`src/lgcb_pkg.sv`:
```
// Shared types, constants and functions for the luma gated cross blend filter.
package lgcb_pkg;

  localparam int PIX_W          = 32;
  localparam int CH_W           = 8;
  localparam int NUM_CH         = 3;
  localparam int OUT_COL_W      = 10;
  localparam int OUT_ROW_W      = 12;

  localparam int CFG_IDX_W      = 2;
  localparam int CFG_DATA_W     = 13;
  localparam int FW_W           = 11;
  localparam int FH_W           = 13;
  localparam int FW_RESET       = 1024;
  localparam int FH_RESET       = 768;

  localparam int DEF_MAX_WIDTH  = 1024;
  localparam int DEF_MAX_HEIGHT = 4096;

  // Luma scaled by 1000: 299 R + 587 G + 114 B, at most 255000.
  localparam int LUMA_W         = 18;
  localparam int LUMA_R         = 299;
  localparam int LUMA_G         = 587;
  localparam int LUMA_B         = 114;
  localparam logic [LUMA_W-1:0] LUMA_THRESH = LUMA_W'(12000);

  // Cross tap count: centre, north, south, west, east.
  localparam int NUM_TAPS       = 5;

  // Weighted channel sum 2C+N+S+W+E, at most 1530.
  localparam int SUM_W          = 11;
  // Divide by six: (sum * 10923) >> 16 is exact for sums up to 1530.
  localparam int RECIP6_W       = 14;
  localparam int RECIP6         = 10923;
  localparam int RECIP_SHIFT    = 16;
  localparam int PROD_W         = SUM_W + RECIP6_W;

  typedef enum logic [CFG_IDX_W-1:0] {
    CFG_AA_ENABLE,
    CFG_FRAME_WIDTH,
    CFG_FRAME_HEIGHT
  } cfg_idx_e;

  // Per-pixel control that rides along the filter pipeline.
  typedef struct packed {
    logic [OUT_COL_W-1:0] col;
    logic [OUT_ROW_W-1:0] row;
    logic                 sel;
    logic                 has_up;
    logic                 interior;
    logic                 emit_own;
    logic                 frame_end;
  } pix_ctl_t;

  function automatic logic [LUMA_W-1:0] luma1000(input logic [PIX_W-1:0] p);
    luma1000 = LUMA_W'(p[7:0])   * LUMA_W'(LUMA_R)
             + LUMA_W'(p[15:8])  * LUMA_W'(LUMA_G)
             + LUMA_W'(p[23:16]) * LUMA_W'(LUMA_B);
  endfunction

endpackage

```
`src/lgcb_out_if.sv`:
```
// Output pixel channel: valid/ready handshake carrying one result pixel per beat.
interface lgcb_out_if import lgcb_pkg::*; ();
  logic                 valid;
  logic                 ready;
  logic [PIX_W-1:0]     pixel_out;
  logic [OUT_COL_W-1:0] out_column;
  logic [OUT_ROW_W-1:0] out_row;
  logic                 frame_end;

  modport source (output valid, output pixel_out, output out_column, output out_row,
                  output frame_end, input ready);
  modport sink   (input valid, input pixel_out, input out_column, input out_row,
                  input frame_end, output ready);
endinterface

```
`src/lgcb_out_emit.sv`:
```
// Result sequencer: sends the upper-row pixel and, in the last row, the own pixel.
module lgcb_out_emit import lgcb_pkg::*; (
  input  logic             clk_i,
  input  logic             rst_ni,
  input  logic             s3_valid_i,
  input  pix_ctl_t         s3_ctl_i,
  input  logic [PIX_W-1:0] s3_res_i,
  input  logic [PIX_W-1:0] s3_pixel_i,
  output logic             s3_ready_o,
  lgcb_out_if.source       pix_out
);

  logic             v4_q, pend_up_q, pend_own_q;
  pix_ctl_t         ctl4_q;
  logic [PIX_W-1:0] res4_q, pix4_q;
  logic             out_valid_q, out_free, last_beat, leave4, ready4;

  assign out_free  = !out_valid_q || pix_out.ready;
  assign last_beat = !(pend_up_q && pend_own_q);
  assign leave4    = v4_q && out_free && last_beat;
  assign ready4    = !v4_q || leave4;
  assign s3_ready_o = ready4;

  always_ff @(posedge clk_i or negedge rst_ni) begin
    if (!rst_ni) begin
      v4_q        <= 1'b0;
      pend_up_q   <= 1'b0;
      pend_own_q  <= 1'b0;
      out_valid_q <= 1'b0;
    end else begin
      if (ready4) begin
        v4_q <= s3_valid_i;
        if (s3_valid_i) begin
          pend_up_q  <= s3_ctl_i.has_up;
          pend_own_q <= s3_ctl_i.emit_own;
        end
      end else if (v4_q && out_free) begin
        // Upper-row beat goes out first; hold the own pixel for the next beat.
        pend_up_q <= 1'b0;
      end
      if (out_free) out_valid_q <= v4_q;
    end
  end

  always_ff @(posedge clk_i) begin
    if (s3_valid_i && ready4) begin
      ctl4_q <= s3_ctl_i;
      res4_q <= s3_res_i;
      pix4_q <= s3_pixel_i;
    end
    if (out_free && v4_q) begin
      pix_out.out_column <= ctl4_q.col;
      if (pend_up_q) begin
        pix_out.pixel_out <= res4_q;
        pix_out.out_row   <= ctl4_q.row - OUT_ROW_W'(1);
        pix_out.frame_end <= 1'b0;
      end else begin
        pix_out.pixel_out <= pix4_q;
        pix_out.out_row   <= ctl4_q.row;
        pix_out.frame_end <= ctl4_q.frame_end;
      end
    end
  end

  assign pix_out.valid = out_valid_q;

endmodule

```
`src/flat_wrapper.sv`:
```
// flat-port wrapper written by rule: the top's interface ports become plain ports
module lgcb_out_emit_flat import lgcb_pkg::*;
  (clk_i, rst_ni, s3_valid_i, s3_ctl_i, s3_res_i, s3_pixel_i, s3_ready_o, pix_out_valid, pix_out_pixel_out, pix_out_out_column, pix_out_out_row, pix_out_frame_end, pix_out_ready);
  lgcb_out_if pix_out_i ();
  input  logic clk_i;
  input  logic rst_ni;
  input  logic s3_valid_i;
  input  pix_ctl_t s3_ctl_i;
  input  logic [PIX_W-1:0] s3_res_i;
  input  logic [PIX_W-1:0] s3_pixel_i;
  output logic s3_ready_o;
  output wire logic [$bits(pix_out_i.valid)-1:0] pix_out_valid;
  output wire logic [$bits(pix_out_i.pixel_out)-1:0] pix_out_pixel_out;
  output wire logic [$bits(pix_out_i.out_column)-1:0] pix_out_out_column;
  output wire logic [$bits(pix_out_i.out_row)-1:0] pix_out_out_row;
  output wire logic [$bits(pix_out_i.frame_end)-1:0] pix_out_frame_end;
  input wire logic [$bits(pix_out_i.ready)-1:0] pix_out_ready;
  assign pix_out_valid = pix_out_i.valid;
  assign pix_out_pixel_out = pix_out_i.pixel_out;
  assign pix_out_out_column = pix_out_i.out_column;
  assign pix_out_out_row = pix_out_i.out_row;
  assign pix_out_frame_end = pix_out_i.frame_end;
  assign pix_out_i.ready = pix_out_ready;
  lgcb_out_emit u_core (.clk_i(clk_i), .rst_ni(rst_ni), .s3_valid_i(s3_valid_i), .s3_ctl_i(s3_ctl_i), .s3_res_i(s3_res_i), .s3_pixel_i(s3_pixel_i), .s3_ready_o(s3_ready_o), .pix_out(pix_out_i));
endmodule
```
`config.mk`:
```
export PLATFORM = sky130hd
export DESIGN_NAME = lgcb_out_emit_flat
export DESIGN_NICKNAME = d
export VERILOG_FILES = /design/src/lgcb_pkg.sv /design/src/lgcb_out_if.sv /design/src/lgcb_out_emit.sv /design/src/flat_wrapper.sv
export SDC_FILE = /design/constraint.sdc
export NUM_CORES = 1
export LEC_CHECK = 0
export ABC_CLOCK_PERIOD_IN_PS = 8790
export BUFFER_PORTS_ARGS = -buffer_cell sky130_fd_sc_hd__buf_2
export CAP_MARGIN = 25
export CELL_PAD_IN_SITES_DETAIL_PLACEMENT = 0
export CELL_PAD_IN_SITES_GLOBAL_PLACEMENT = 1
export CORE_UTILIZATION = 43
export CTS_CLUSTER_DIAMETER = 120
export CTS_CLUSTER_SIZE = 12
export DETAILED_ROUTE_END_ITERATION = 7
export PLACE_DENSITY = 0.84
export SLEW_MARGIN = 0
export SYNTH_ARGS = -nofsm -noshare
export SYNTH_HDL_FRONTEND = slang
export SYNTH_SLANG_ARGS = --single-unit
export TNS_END_PERCENT = 30
```
`constraint.sdc`:
```
create_clock -name clk_i -period 8.79 [get_ports clk_i]
set_input_delay 0.4395 -clock clk_i [delete_from_list [all_inputs] [get_ports clk_i]]
set_output_delay 0.4395 -clock clk_i [all_outputs]
set_load 0.05 [all_outputs]
```
### Word level (Yosys, flattened, before mapping)

Cells that the tools add are included.

* input port bits: 95
* flip-flop bits (word level): 146
* output and inout port bits: 57

* add/sub/neg operators: 1
* equality and inequality tests: 1
* multiplexer cells: 5
* reductions and logical operators: 12

Operators by type and width (number)
* 32-bit two-way mux: 1
* 12-bit two-way mux: 1
* 12-bit by 1-bit subtractor with 12-bit output (second input constant): 1
* 1-bit logical AND: 4
* 2-bit AND reduction: 2
* 1-bit logical NOT: 3
* 1-bit two-way mux: 3
* 1-bit logical OR: 2
* 2-bit inequality test (second input constant): 1
* 2-bit nonzero test: 1

### Longest topological paths before layout

* depth in word-level cells: 7
* depth in mapped cells: 5

### Worst setup path before layout

Ideal clock, no wire load.

* path type: flip-flop to flip-flop
* from: reg u_core.out_valid_q, in the netlist u_core.pix_out.valid
* to: reg u_core.ctl4_q[0] (netlist bit), enable pin
* buffers on the path: 0
* cell stages (with the launch flop): 4
* arrival time: 3725 ps
* slack: 4610 ps
* period minus slack after synthesis: 4180 ps
* library setup time: 455 ps
* path through: dfrtp_1 > nor2b_1 > o21ai_1 > and2_1

* word-level cells in the longest chain between the ends: 6

RTL lines
* start, declared: line lgcb_out_emit.sv:16 `logic out_valid_q, out_free, last_beat, leave4, ready4;`
* start signal, assigned: line lgcb_out_emit.sv:41 `if (out_free) out_valid_q <= v4_q;`
* 1-bit logical NOT: line lgcb_out_emit.sv:18 `assign out_free = !out_valid_q || pix_out.ready;`
* 1-bit logical OR: line lgcb_out_emit.sv:18
* 1-bit logical AND (2 in series): line lgcb_out_emit.sv:20 `assign leave4 = v4_q && out_free && last_beat;`
* 1-bit logical OR: line lgcb_out_emit.sv:21 `assign ready4 = !v4_q || leave4;`
* named net s3_ready_o: line flat_wrapper.sv:11 `output logic s3_ready_o;`
* 1-bit logical AND: line lgcb_out_emit.sv:46 `if (s3_valid_i && ready4) begin`
* end signal, assigned: line lgcb_out_emit.sv:47 `ctl4_q <= s3_ctl_i;`
* end, declared: line lgcb_out_emit.sv:14 `pix_ctl_t ctl4_q;`

The timed path passes the listed nets, and every way through them passes these cells.
A chain may end at the register's enable or synchronous reset.

### Final worst setup path

* from: reg u_core.pend_up_q
* to: out s3_ready_o

* word-level cells in the longest chain between the ends: 4

RTL lines
* start, declared: line lgcb_out_emit.sv:13 `logic v4_q, pend_up_q, pend_own_q;`
* start signal, assigned: line lgcb_out_emit.sv:34 `pend_up_q <= s3_ctl_i.has_up;`
* 1-bit logical AND: line lgcb_out_emit.sv:19 `assign last_beat = !(pend_up_q && pend_own_q);`
* 1-bit logical NOT: line lgcb_out_emit.sv:19
* 1-bit logical AND: line lgcb_out_emit.sv:20
* 1-bit logical OR: line lgcb_out_emit.sv:21
* end, declared: line flat_wrapper.sv:11

Every way passes these cells.

==> reports/qor.csv <==
metric,value,unit
status,completed,
Layout Nets,492,
syn_nets,326,
met2 wire length,4500,um
post-route ant nets,0,
slew margin rel.,0.362,
"Seq/Total Area, Yosys",0.856,
Ys Warns,0,
worst slew pin tran,0.957,ns
Crit Path Category,reg -> out,
HP Start,s3_ctl_i[0],
length of the first detailed-routing pass in iterations,4,
Top Metal Used,met4,
hold crit path type,in -> reg,
CP Data Required Time,8.35,ns
Vias,2624,
WP data arrival,2.02,ns
gpl congestion,0.700,
Initial Util,0.445,
f_max,406,MHz
kind of end point of the critical path,output pin,
skew final,0.00728,ns
WL met1,3540,um
clock transition at the registers of the reported paths,0.06,ns
R2R depth,4,
dominant cell type by area after synthesis,edfxtp_1,
reg2reg setup slack,6.43,ns
Final Hold Fails,0,
"commonest non-fill, non-tap cell in the layout",buf_2,
worst-path fanout max,42,
Startpoint Class,register,
Synth top area share,0.836,
Wirelength per Cell,15.8,um
synthesized cell area,5100,um2
Ports,152,
met3 wire len,554,um
Pwr Density,329,nW/um2
final wirelength,8750,um
Buf/Inv on CP,1,
clock latency on the worst-skew pair,0.42,ns
layout cells sized above 1,0.533,
synth unique cells,29,
Post-synth EDFFs,142,
initial antenna violation count,1,
Seq cells post-synth,146,
row count,39,
Tmin final,2.46,ns
Syn Inst Count,230,
CTS H-tree depth,4,
buffer count from post-CTS setup fixing,0,
P&R area growth vs syn,29.7,%
P_leak,0.00251,uW
final setup violation count,0,
Core Footprint,11500,um2
"Avg Cell Area, Syn",22.2,um2
DPL Wire Length,5470,um
first-pass GRT wire length,13300,um
Top delay family on crit path,flip-flops,
WHS Endpoint,u_core.ctl4_q[0],
top_reg_cell synth,edfxtp_1,
critical path's slowest cell,dfrtp_2,
maxcap violations,0,
number of global-route vias before repair,2706,
initial DRC count,171,
r2r startpoint,u_core.pend_up_q,
CTS tree,built,
"Critical Path, Cell by Cell",and2_1 -> o21ai_1 -> buf_2,
max-slew violations,0,
unrepaired setup endpoints after global routing,no,
Setup WS pre-CTS,6.09,ns
post-route worst setup slack,6.33,ns
Post-synth ARST share,0.0274,
clk buf depth,2,
die height,111,um
vias per cell,4.75,
final setup TNS,0,ns
clock root buffer,clkbuf_16,
Total GRT Usage,0.149,
hold buffer count at CTS,1,
hold depth,1,
Worst path max stage delay,0.99,ns
post_cts resized,0,
CTS buffer count,17,
# DRC,0,
IO buf count,149,
Chip Width,111,um
final period utilization,0.280,
r2r endpoint,u_core.ctl4_q[9],
most frequent cells in the layout,"buf_2, edfxtp_1, mux2_2",
total grt overflow,0,
peak supply drop,0.000245,V
ranking of synthesized cells by area,"edfxtp_1, mux2_2, dfrtp_1, xnor2_1, mux2_1",
die area,12300,um2
Clock Sinks,146,
largest net degree at the start of global routing,88,
==> through the flow <==
step           hold slack [ns]  total power, uW  utilization  cell area [um2]  std cells
3_3_place_gp             0.248             1500        0.525             6020        518
6_report                 0.194             2180        0.577             6620        553
3_5_place_dp             0.255             1520        0.525             6020        518
5_1_grt                  0.167             2260        0.577             6620        552
4_1_cts                  0.174             2200        0.574             6590        551
2_1_floorplan            0.144             1400            -             5100        230
==> kinds of logic (layout without fill, tap and decap cells) <==
kind of cell | after synthesis | count (layout) | synth area share
muxes | 33 | 33 | 0.0726
adders and majority gates | 1 | 1 | 0.00245
and+or+nand+nor | 25 | 25 | 0.0351
other | 0 | 1 | 0
AOI/OAI and AO/OA | 6 | 6 | 0.00834
xor gates and xnor gates | 11 | 11 | 0.0189
DFF | 146 | 146 | 0.856
buffers and inverters | 8 | 187 | 0.00711
==> cells in the mapped netlist, types with 2 or more instances <==
cell      number
edfxtp_1     142
mux2_2        28
xnor2_1        8
buf_2          5
dfrtp_1        4
mux2_1         4
nand2_1        4
nor2b_1        4
inv_1          3
nand3_1        3
xor2_1         3
and2_1         2
nand4b_1       2
nor3_1         2
o211ai_1       2
==> state kept, by name, indices dropped and copies added, names as in the netlist <==
name                       cells
u_core.pend_up_q               1
u_core.pix_out.out_column     10
u_core.pix_out.pixel_out      32
u_core.pix4_q                 32
u_core.pix_out.valid           1
u_core.res4_q                 32
u_core.pix_out.out_row        12
u_core.pend_own_q              1
u_core.ctl4_q                 23
u_core.v4_q                    1
u_core.pix_out.frame_end       1
==> area by class of cell <==
| type | count | area (um2) |
|---|---|---|
| Clock inverter | 15 | 133 |
| Multi-Input combinational cell | 76 | 711 |
| Antenna cell | 1 | 2.50 |
| Timing Repair Buffer | 152 | 791 |
| Tap cell | 143 | 179 |
| Inverter | 3 | 11.3 |
| Clock buffer | 17 | 425 |
| Fill cell | 862 | 4850 |
| Sequential cell | 146 | 4370 |
==> worst reg2reg max path, stage by stage, from the launching register on <==
cell	delay, ns
dfrtp_2	0.75
and2_1	0.32
o21ai_1	0.20
and2_4	0.35
buf_16	0.35
==> per-layer routing <==
| layer | vias to the layer above | GRT usage |
|---|---|---|
| li1 | 1239 | - |
| met1 | 1274 | 0.163 |
| met2 | 97 | 0.251 |
| met3 | 14 | 0.0640 |
| met4 | 0 | 0.0702 |
| met5 | - | 0 |
==> worst max path at each step <==
stage / end / from / cells after the start
floorplan: u_core.ctl4_q[0] / u_core.pix_out.valid / 3
global placement: u_core.pix4_q[10] / u_core.pend_up_q / 3
detailed placement: u_core.res4_q[15] / u_core.pend_up_q / 3
CTS: u_core.pix4_q[15] / u_core.pend_up_q / 3
global route: s3_ready_o / u_core.pend_up_q / 3
finish: s3_ready_o / u_core.pend_up_q / 3
==> power breakdown <==
group | total (uW) | switching, uW | internal (uW)
Combinational | 489 | 345 | 144
Clock | 676 | 285 | 391
Sequential | 1010 | 70.2 | 943
Power figures use the tool's default switching activity.
