**config.mk**
```make
export PLATFORM = sky130hd
export DESIGN_NAME = lgcb_cross_filter
export DESIGN_NICKNAME = d
export VERILOG_FILES = /design/src/lgcb_pkg.sv /design/src/lgcb_cross_filter.sv
export SDC_FILE = /design/constraint.sdc
export NUM_CORES = 2
export LEC_CHECK = 0
export BUFFER_PORTS_ARGS = -buffer_cell sky130_fd_sc_hd__buf_2
export CAP_MARGIN = 40
export CORE_UTILIZATION = 60
export CTS_CLUSTER_DIAMETER = 120
export DETAILED_ROUTE_END_ITERATION = 6
export PLACE_DENSITY = 0.82
export SLEW_MARGIN = 30
export SYNTH_ARGS = -nofsm -noshare
export SYNTH_HDL_FRONTEND = slang
export SYNTH_SLANG_ARGS = --single-unit
```
**constraint.sdc**
```tcl
create_clock -name clk_i -period 12.45 [get_ports clk_i]
set_input_delay 0.6225 -clock clk_i [delete_from_list [all_inputs] [get_ports clk_i]]
set_output_delay 0.6225 -clock clk_i [all_outputs]
set_load 0.01 [all_outputs]
```
**src/lgcb_pkg.sv**
```systemverilog
// Shared types, constants and functions for the luma gated cross blend filter.
package lgcb_pkg;

  localparam int PIX_W          = 32;
  localparam int CH_W           = 8;
  localparam int NUM_CH         = 3;
  localparam int OUT_COL_W      = 10;
  localparam int OUT_ROW_W      = 12;

  localparam int CFG_IDX_W      = 2;
  localparam int CFG_DATA_W     = 13;
  localparam int FW_W           = 11;
  localparam int FH_W           = 13;
  localparam int FW_RESET       = 1024;
  localparam int FH_RESET       = 768;

  localparam int DEF_MAX_WIDTH  = 1024;
  localparam int DEF_MAX_HEIGHT = 4096;

  // Luma scaled by 1000: 299 R + 587 G + 114 B, at most 255000.
  localparam int LUMA_W         = 18;
  localparam int LUMA_R         = 299;
  localparam int LUMA_G         = 587;
  localparam int LUMA_B         = 114;
  localparam logic [LUMA_W-1:0] LUMA_THRESH = LUMA_W'(12000);

  // Cross tap count: centre, north, south, west, east.
  localparam int NUM_TAPS       = 5;

  // Weighted channel sum 2C+N+S+W+E, at most 1530.
  localparam int SUM_W          = 11;
  // Divide by six: (sum * 10923) >> 16 is exact for sums up to 1530.
  localparam int RECIP6_W       = 14;
  localparam int RECIP6         = 10923;
  localparam int RECIP_SHIFT    = 16;
  localparam int PROD_W         = SUM_W + RECIP6_W;

  typedef enum logic [CFG_IDX_W-1:0] {
    CFG_AA_ENABLE,
    CFG_FRAME_WIDTH,
    CFG_FRAME_HEIGHT
  } cfg_idx_e;

  // Per-pixel control that rides along the filter pipeline.
  typedef struct packed {
    logic [OUT_COL_W-1:0] col;
    logic [OUT_ROW_W-1:0] row;
    logic                 sel;
    logic                 has_up;
    logic                 interior;
    logic                 emit_own;
    logic                 frame_end;
  } pix_ctl_t;

  function automatic logic [LUMA_W-1:0] luma1000(input logic [PIX_W-1:0] p);
    luma1000 = LUMA_W'(p[7:0])   * LUMA_W'(LUMA_R)
             + LUMA_W'(p[15:8])  * LUMA_W'(LUMA_G)
             + LUMA_W'(p[23:16]) * LUMA_W'(LUMA_B);
  endfunction

endpackage

```
**src/lgcb_cross_filter.sv**
```systemverilog
// Cross filter datapath: tap select, luma, range detect and divide-by-six blend.
module lgcb_cross_filter import lgcb_pkg::*; (
  input  logic             clk_i,
  input  logic             rst_ni,
  input  logic             s1_valid_i,
  input  pix_ctl_t         s1_ctl_i,
  input  logic [PIX_W-1:0] s1_pixel_i,
  input  logic [PIX_W-1:0] a_rd0_i,
  input  logic [PIX_W-1:0] a_rd1_i,
  input  logic [PIX_W-1:0] b_rd0_i,
  input  logic [PIX_W-1:0] b_rd1_i,
  output logic             s1_ready_o,
  output logic             s3_valid_o,
  output pix_ctl_t         s3_ctl_o,
  output logic [PIX_W-1:0] s3_res_o,
  output logic [PIX_W-1:0] s3_pixel_o,
  input  logic             s3_ready_i
);

  logic [PIX_W-1:0]  tap [NUM_TAPS];
  logic [PIX_W-1:0]  w_q;
  logic [LUMA_W-1:0] luma_d [NUM_TAPS];
  logic [SUM_W-1:0]  sum_d  [NUM_CH];

  logic              v2_q, v3_q, ready2, ready3;
  logic [LUMA_W-1:0] luma2_q [NUM_TAPS];
  logic [SUM_W-1:0]  sum2_q  [NUM_CH];
  logic [PIX_W-1:0]  m2_q, pix2_q, m3_q, pix3_q;
  pix_ctl_t          ctl2_q, ctl3_q;

  logic [LUMA_W-1:0] lmax_d, lmin_d, lmax3_q, lmin3_q;
  logic [PROD_W-1:0] prod [NUM_CH];
  logic [CH_W-1:0]   q_d  [NUM_CH];
  logic [CH_W-1:0]   q3_q [NUM_CH];
  logic              edge_hit;

  // Taps: centre, north, south, west, east. West is the previous centre of this row.
  always_comb begin
    tap[0] = s1_ctl_i.sel ? b_rd0_i : a_rd0_i;
    tap[1] = s1_ctl_i.sel ? a_rd0_i : b_rd0_i;
    tap[2] = s1_pixel_i;
    tap[3] = w_q;
    tap[4] = s1_ctl_i.sel ? b_rd1_i : a_rd1_i;
    for (int k = 0; k < NUM_TAPS; k++) begin
      luma_d[k] = luma1000(tap[k]);
    end
    for (int ch = 0; ch < NUM_CH; ch++) begin
      sum_d[ch] = (SUM_W'(tap[0][CH_W*ch +: CH_W]) << 1)
                + SUM_W'(tap[1][CH_W*ch +: CH_W]) + SUM_W'(tap[2][CH_W*ch +: CH_W])
                + SUM_W'(tap[3][CH_W*ch +: CH_W]) + SUM_W'(tap[4][CH_W*ch +: CH_W]);
    end
  end

  always_comb begin
    lmax_d = luma2_q[0];
    lmin_d = luma2_q[0];
    for (int k = 1; k < NUM_TAPS; k++) begin
      if (luma2_q[k] > lmax_d) lmax_d = luma2_q[k];
      if (luma2_q[k] < lmin_d) lmin_d = luma2_q[k];
    end
    for (int ch = 0; ch < NUM_CH; ch++) begin
      prod[ch] = PROD_W'(sum2_q[ch]) * PROD_W'(RECIP6);
      q_d[ch]  = prod[ch][RECIP_SHIFT +: CH_W];
    end
  end

  assign ready3     = !v3_q || s3_ready_i;
  assign ready2     = !v2_q || ready3;
  assign s1_ready_o = ready2;

  always_ff @(posedge clk_i or negedge rst_ni) begin
    if (!rst_ni) begin
      v2_q <= 1'b0;
      v3_q <= 1'b0;
    end else begin
      if (ready2) v2_q <= s1_valid_i;
      if (ready3) v3_q <= v2_q;
    end
  end

  always_ff @(posedge clk_i) begin
    if (s1_valid_i && ready2) begin
      luma2_q <= luma_d;
      sum2_q  <= sum_d;
      m2_q    <= tap[0];
      pix2_q  <= s1_pixel_i;
      ctl2_q  <= s1_ctl_i;
      w_q     <= tap[0];
    end
    if (v2_q && ready3) begin
      lmax3_q <= lmax_d;
      lmin3_q <= lmin_d;
      q3_q    <= q_d;
      m3_q    <= m2_q;
      pix3_q  <= pix2_q;
      ctl3_q  <= ctl2_q;
    end
  end

  // Blend only interior pixels on a strong luma edge; alpha stays from the centre.
  assign edge_hit   = (lmax3_q - lmin3_q) >= LUMA_THRESH;
  assign s3_res_o   = (ctl3_q.interior && edge_hit) ? {m3_q[PIX_W-1:CH_W*NUM_CH], q3_q[2],
                                                       q3_q[1], q3_q[0]} : m3_q;
  assign s3_valid_o = v3_q;
  assign s3_ctl_o   = ctl3_q;
  assign s3_pixel_o = pix3_q;

endmodule

```
# Yosys cells after proc, flatten, opt, wreduce, memory -nomap -nowiden
# Index checks and enable logic that the tools add are counted.
[word_totals]
elab_cells = 102
regBits = 367
[op_classes]
add_sub_neg = 23
reduce_logical = 7
n_mux = 12
magnitude_cmp = 9
mul = 18
[ops]
columns = ["cell", "count"]
rows = [
  ["$mux W18", 8],
  ["$add A17 B18 Y18", 5],
  ["$add A18 B15 Y18", 5],
  ["$mul A8 B10 Y18 const B", 5],
  ["$mul A8 B9 Y17 const B", 5],
  ["$gt A18 B18 Y1", 4],
  ["$lt A18 B18 Y1", 4],
  ["$mul A11 B14 Y24 const B", 3],
  ["$mux W24", 3],
  ["$mul A8 B6 Y14 const B", 5],
  ["$add A11 B8 Y11", 6],
  ["$add A10 B8 Y11", 3],
  ["$mux W32", 1],
  ["$add A9 B8 Y10", 3],
  ["$ge A18 B14 Y1 const B", 1],
  ["$sub A18 B18 Y18", 1],
  ["$logic_and A1 B1 Y1", 3],
  ["$logic_not A1 Y1", 2],
  ["$logic_or A1 B1 Y1", 2],
]

# Logic depth before layout (Yosys ltp)
[logic_depth]
word_depth = 8
mapped_depth = 50
ltp_nobuf = 46

# Worst setup path after synthesis
# Ideal clock, no wire load.
[synth_path]
path_type = "register to register"
start = "register luma2_q[67] (netlist bit)"
end = "register lmax3_q[10], data pin"
period_less_slack_ns = 9.807
path_stages_with_launch = 50
setup_time_ns = 0.279
arrival_ns = 9.528
slack_ns = 2.643
path_cell_list = "edfxtp_1 -> ha_1 -> nand4_1 -> nor4_4 -> a221o_2 -> a21o_1 -> nand2_1 -> clkbuf_1 -> mux2i_1 -> ha_1 -> a21o_1 -> a21o_1 -> a21o_1 -> a211oi_1 -> o21bai_1 -> a21oi_1 -> o211ai_1 -> o21ai_1 -> (+14 left out) -> o21ai_1 -> buf_6 -> buf_6 -> mux2i_1 -> ha_1 -> a21oi_1 -> nor2b_1 -> o21ai_0 -> nand2_1 -> a21oi_1 -> o21ai_0 -> a221oi_1 -> o21ai_0 -> a211o_1 -> o211ai_1 -> buf_1 -> clkbuf_1 -> mux2i_1"
[synth_between]
elab_chain_len = 8
[synth_lines]
columns = ["item", "line_no", "text"]
rows = [
  ["start: declaration", "lgcb_cross_filter.sv:26", "logic [LUMA_W-1:0] luma2_q [NUM_TAPS];"],
  ["start signal: assignment", "lgcb_cross_filter.sv:83", "luma2_q <= luma_d;"],
  ["$gt A18 B18 Y1", "lgcb_cross_filter.sv:58", "if (luma2_q[k] > lmax_d) lmax_d = luma2_q[k];"],
  ["$mux W18 *", "lgcb_cross_filter.sv:58", ""],
  ["$gt A18 B18 Y1", "lgcb_cross_filter.sv:58", ""],
  ["$mux W18 *", "lgcb_cross_filter.sv:58", ""],
  ["$gt A18 B18 Y1", "lgcb_cross_filter.sv:58", ""],
  ["$mux W18 *", "lgcb_cross_filter.sv:58", ""],
  ["$gt A18 B18 Y1", "lgcb_cross_filter.sv:58", ""],
  ["$mux W18 *", "lgcb_cross_filter.sv:58", ""],
  ["via lmax_d[10]", "lgcb_cross_filter.sv:31", "logic [LUMA_W-1:0] lmax_d, lmin_d, lmax3_q, lmin3_q;"],
  ["end signal: assignment", "lgcb_cross_filter.sv:91", "lmax3_q <= lmax_d;"],
  ["end: declaration", "lgcb_cross_filter.sv:31", ""],
]
# The timed path passes the listed nets; every way through them passes the cells marked *.
# A chain may end at the register's enable or synchronous reset.

# Worst setup path in the final report
[layout_path]
start = "register luma2_q[58] (netlist bit)"
end = "register lmax3_q[7], data pin"
# Same word-level chain as after synthesis.

==> qor.csv <==
metric,value,unit
status,completed,
area delta synth->final,9.34,%
Synth Register Bits,367,
fin crit period,11050,ps
CP Max Fanout,14,
DRC,0,
Fmax,90.5,MHz
Async SR Flop Fraction,0.545,%
Setup Crit Path Kind,register to register,
die width,275,um
Synth area leader,ha_1,
setup tns final,0,ps
fin nets,5886,
Slew @ Worst Pin,845,ps
"Req. time, crit path",12770,ps
row count,99,
setup bufs post-CTS,0,
clock tree sinks,367,
Final Hold Vio Count,0,
CTS Root Cell,clkbuf_16,
Critical Path Source Type,register,
Main synth FF type,edfxtp_1,
initial antenna violation count,2,
Avg WL per Cell,20.2,um
Post-Syn Area per Cell,11.4,um2
Most Frequent Cell on Critical Path,a21o_1,
Routability Congestion,0.956,
HPWL after DPL,89600,um
largest cells by area after synthesis,"ha_1 25%, edfxtp_1 24%, fa_1 24%",
Setup Skew,14.7,ps
DRT iter0 DRCs,1988,
fraction of layout instances using a drive strength above 1,11.2,%
largest stage delay on the critical path,590,ps
Overflow after GRT,0,
io pins,284,
vias in the first global route,31000,
TritonCTS clock tree,yes,
# fillers,5347,
Clock Latency Late Sink,610,ps
first-pass GRT wire length,166000,um
met1 Use GR,37.8,%
H-tree depth,2,
post-synthesis cell count,3948,
worst endpoint data arrival time,11380,ps
Pins Over Slew Limit,0,
n_diodes,0,
Setup crit end kind,register,
Syn Nets,5572,
Die Area,0.0759,mm2
total clock buffers created by CTS,46,
Mapped Area,0.0449,mm2
CP max stage cell,o21ai_2,
Final Cycle Share,88.8,%
routing usage on met3,4.09,%
min-delay worst type,input port to register,
via count,29401,
Post-synth EDFFs,365,
area of the multi-input gates,0.0300,mm2
Register Area,0.0110,mm2
unrepaired setup endpoints after global routing,no,
Port-buffer cells,267,
gr busiest metal,met2,
setup violators final,0,
Routed WL,106000,um
gr usage total,28.9,%
Cell variety after synth,71,
router iterations before antenna repair,6,
Antenna Nets Post-Route,0,
core area,0.0735,mm2
clock slew at reported path FFs,60,ps
Yosys top cell area share,24.9,%
register area share after synthesis,24.5,%
max-cap violations,0,
largest net degree at the start of global routing,64,
Slew headroom,42.2,%
Die Ht,275,um
CTS resizes,0,
yosys warns,0,
Vias/cell,5.59,
Initial Utilization,61.1,%
CTS max path bufs,3,
met2 Track Usage GR,48.6,%
==> worst paths after layout <==
kind	from	end	slack [ps]	cells after the start
max	luma2_q[58]	lmax3_q[7]	1400	44
min	s1_ctl_i[10]	ctl2_q[10]	200	1
max reg2reg	luma2_q[58]	lmax3_q[7]	1400	44
min reg2reg	pix2_q[3]	s3_pixel_o[3]	420	0
max in group asynchronous	rst_ni	v2_q	12010	2
min in group asynchronous	rst_ni	s3_valid_o	350	2
==> cells by family (layout without fill, tap and decap cells) <==
logic type | Yosys count | after routing | synth area share [%]
fa+ha+maj | 1433 | 1433 | 49.0
buf+inv | 1008 | 1359 | 8.57
compound gates | 481 | 481 | 6.74
flops | 367 | 367 | 24.5
simple gates | 299 | 299 | 3.32
mux | 197 | 197 | 4.63
xor+xnor | 163 | 163 | 3.18
==> synthesized netlist by cell type, types with 28 or more instances <==
| master | number |
|---|---|
| a21o_1 | 72 |
| edfxtp_1 | 365 |
| nand2_1 | 54 |
| fa_1 | 541 |
| nand4_1 | 28 |
| xor2_1 | 39 |
| nand3_1 | 28 |
| nor2_1 | 103 |
| o21ai_0 | 50 |
| o21bai_1 | 58 |
| xnor2_1 | 124 |
| mux2i_1 | 115 |
| mux2_2 | 80 |
| a21oi_1 | 209 |
| inv_1 | 971 |
| ha_1 | 892 |
==> metal layers <==
layer  vias up  share of wire (%)
met5         -              0.012
met4         2                4.4
met3       197                6.6
met2       911                 47
met1     14567                 42
li1      13724                  -
==> critical path, delay by kind of cell (launching register included) <==
kind | cells | cell delay [ps]
simple gates | 7 | 1340
buf+inv | 3 | 770
flops | 1 | 490
mux | 3 | 750
compound gates | 27 | 6130
fa+ha+maj | 4 | 1260
==> per-stage QoR <==
stage          instances  setup slack [ps]  utilization [%]  hold slack [ps]  area [um2]
5_1_grt             5258               701             66.8              172       49100
3_5_place_dp        5169              1710             64.7              405       47500
2_1_floorplan       3948              2640                -              327       44900
3_3_place_gp        5159              1410             64.5              400       47400
4_1_cts             5255              1600             66.7              159       49000
6_report            5258              1400             66.8              198       49100
==> layout by cell type (no fill, tap or decap), types with 6 or more instances in the layout <==
cell	n
a2111oi_0	6
a211oi_1	14
a21o_1	72
a21oi_1	209
a31oi_1	6
and3_1	10
buf_2	268
buf_4	28
clkbuf_16	46
clkinv_1	7
clkinv_2	8
edfxtp_1	365
fa_1	541
ha_1	892
inv_1	971
inv_6	6
mux2_2	80
mux2i_1	114
nand2_1	54
nand2b_1	14
nand3_1	28
nand4_1	28
nor2_1	103
nor2b_1	15
nor3_1	14
o211ai_1	6
o21a_1	18
o21ai_0	50
o21bai_1	58
xnor2_1	124
xor2_1	39
==> flip-flops by register name, indices dropped and copies added (netlist names), 18 cells and up <==
register / count
s3_ctl_o: 27
ctl2_q: 27
lmax3_q: 18
pix2_q: 32
luma2_q: 90
m3_q: 32
s3_pixel_o: 32
sum2_q: 33
lmin3_q: 18
m2_q: 32
q3_q: 24
==> cell type report <==
class,instances,share of cell area [%]
Inverter,971,7.43
Tap cell,959,2.45
Clock buffer,50,2.38
Timing Repair Buffer,303,3.43
Sequential cell,367,22.4
Multi-Input combinational cell,2573,61.2
Clock inverter,35,0.625
==> what timing repair did <==
item | CTS | global route
setup endpoints to repair | 0 | 0
hold endpoints to repair | 2 | 0
hold buffers | 1 | 0
Power is left out: the tool's default activity adds up to more than one toggle a clock period on the data nets, which glitch-free logic cannot reach.
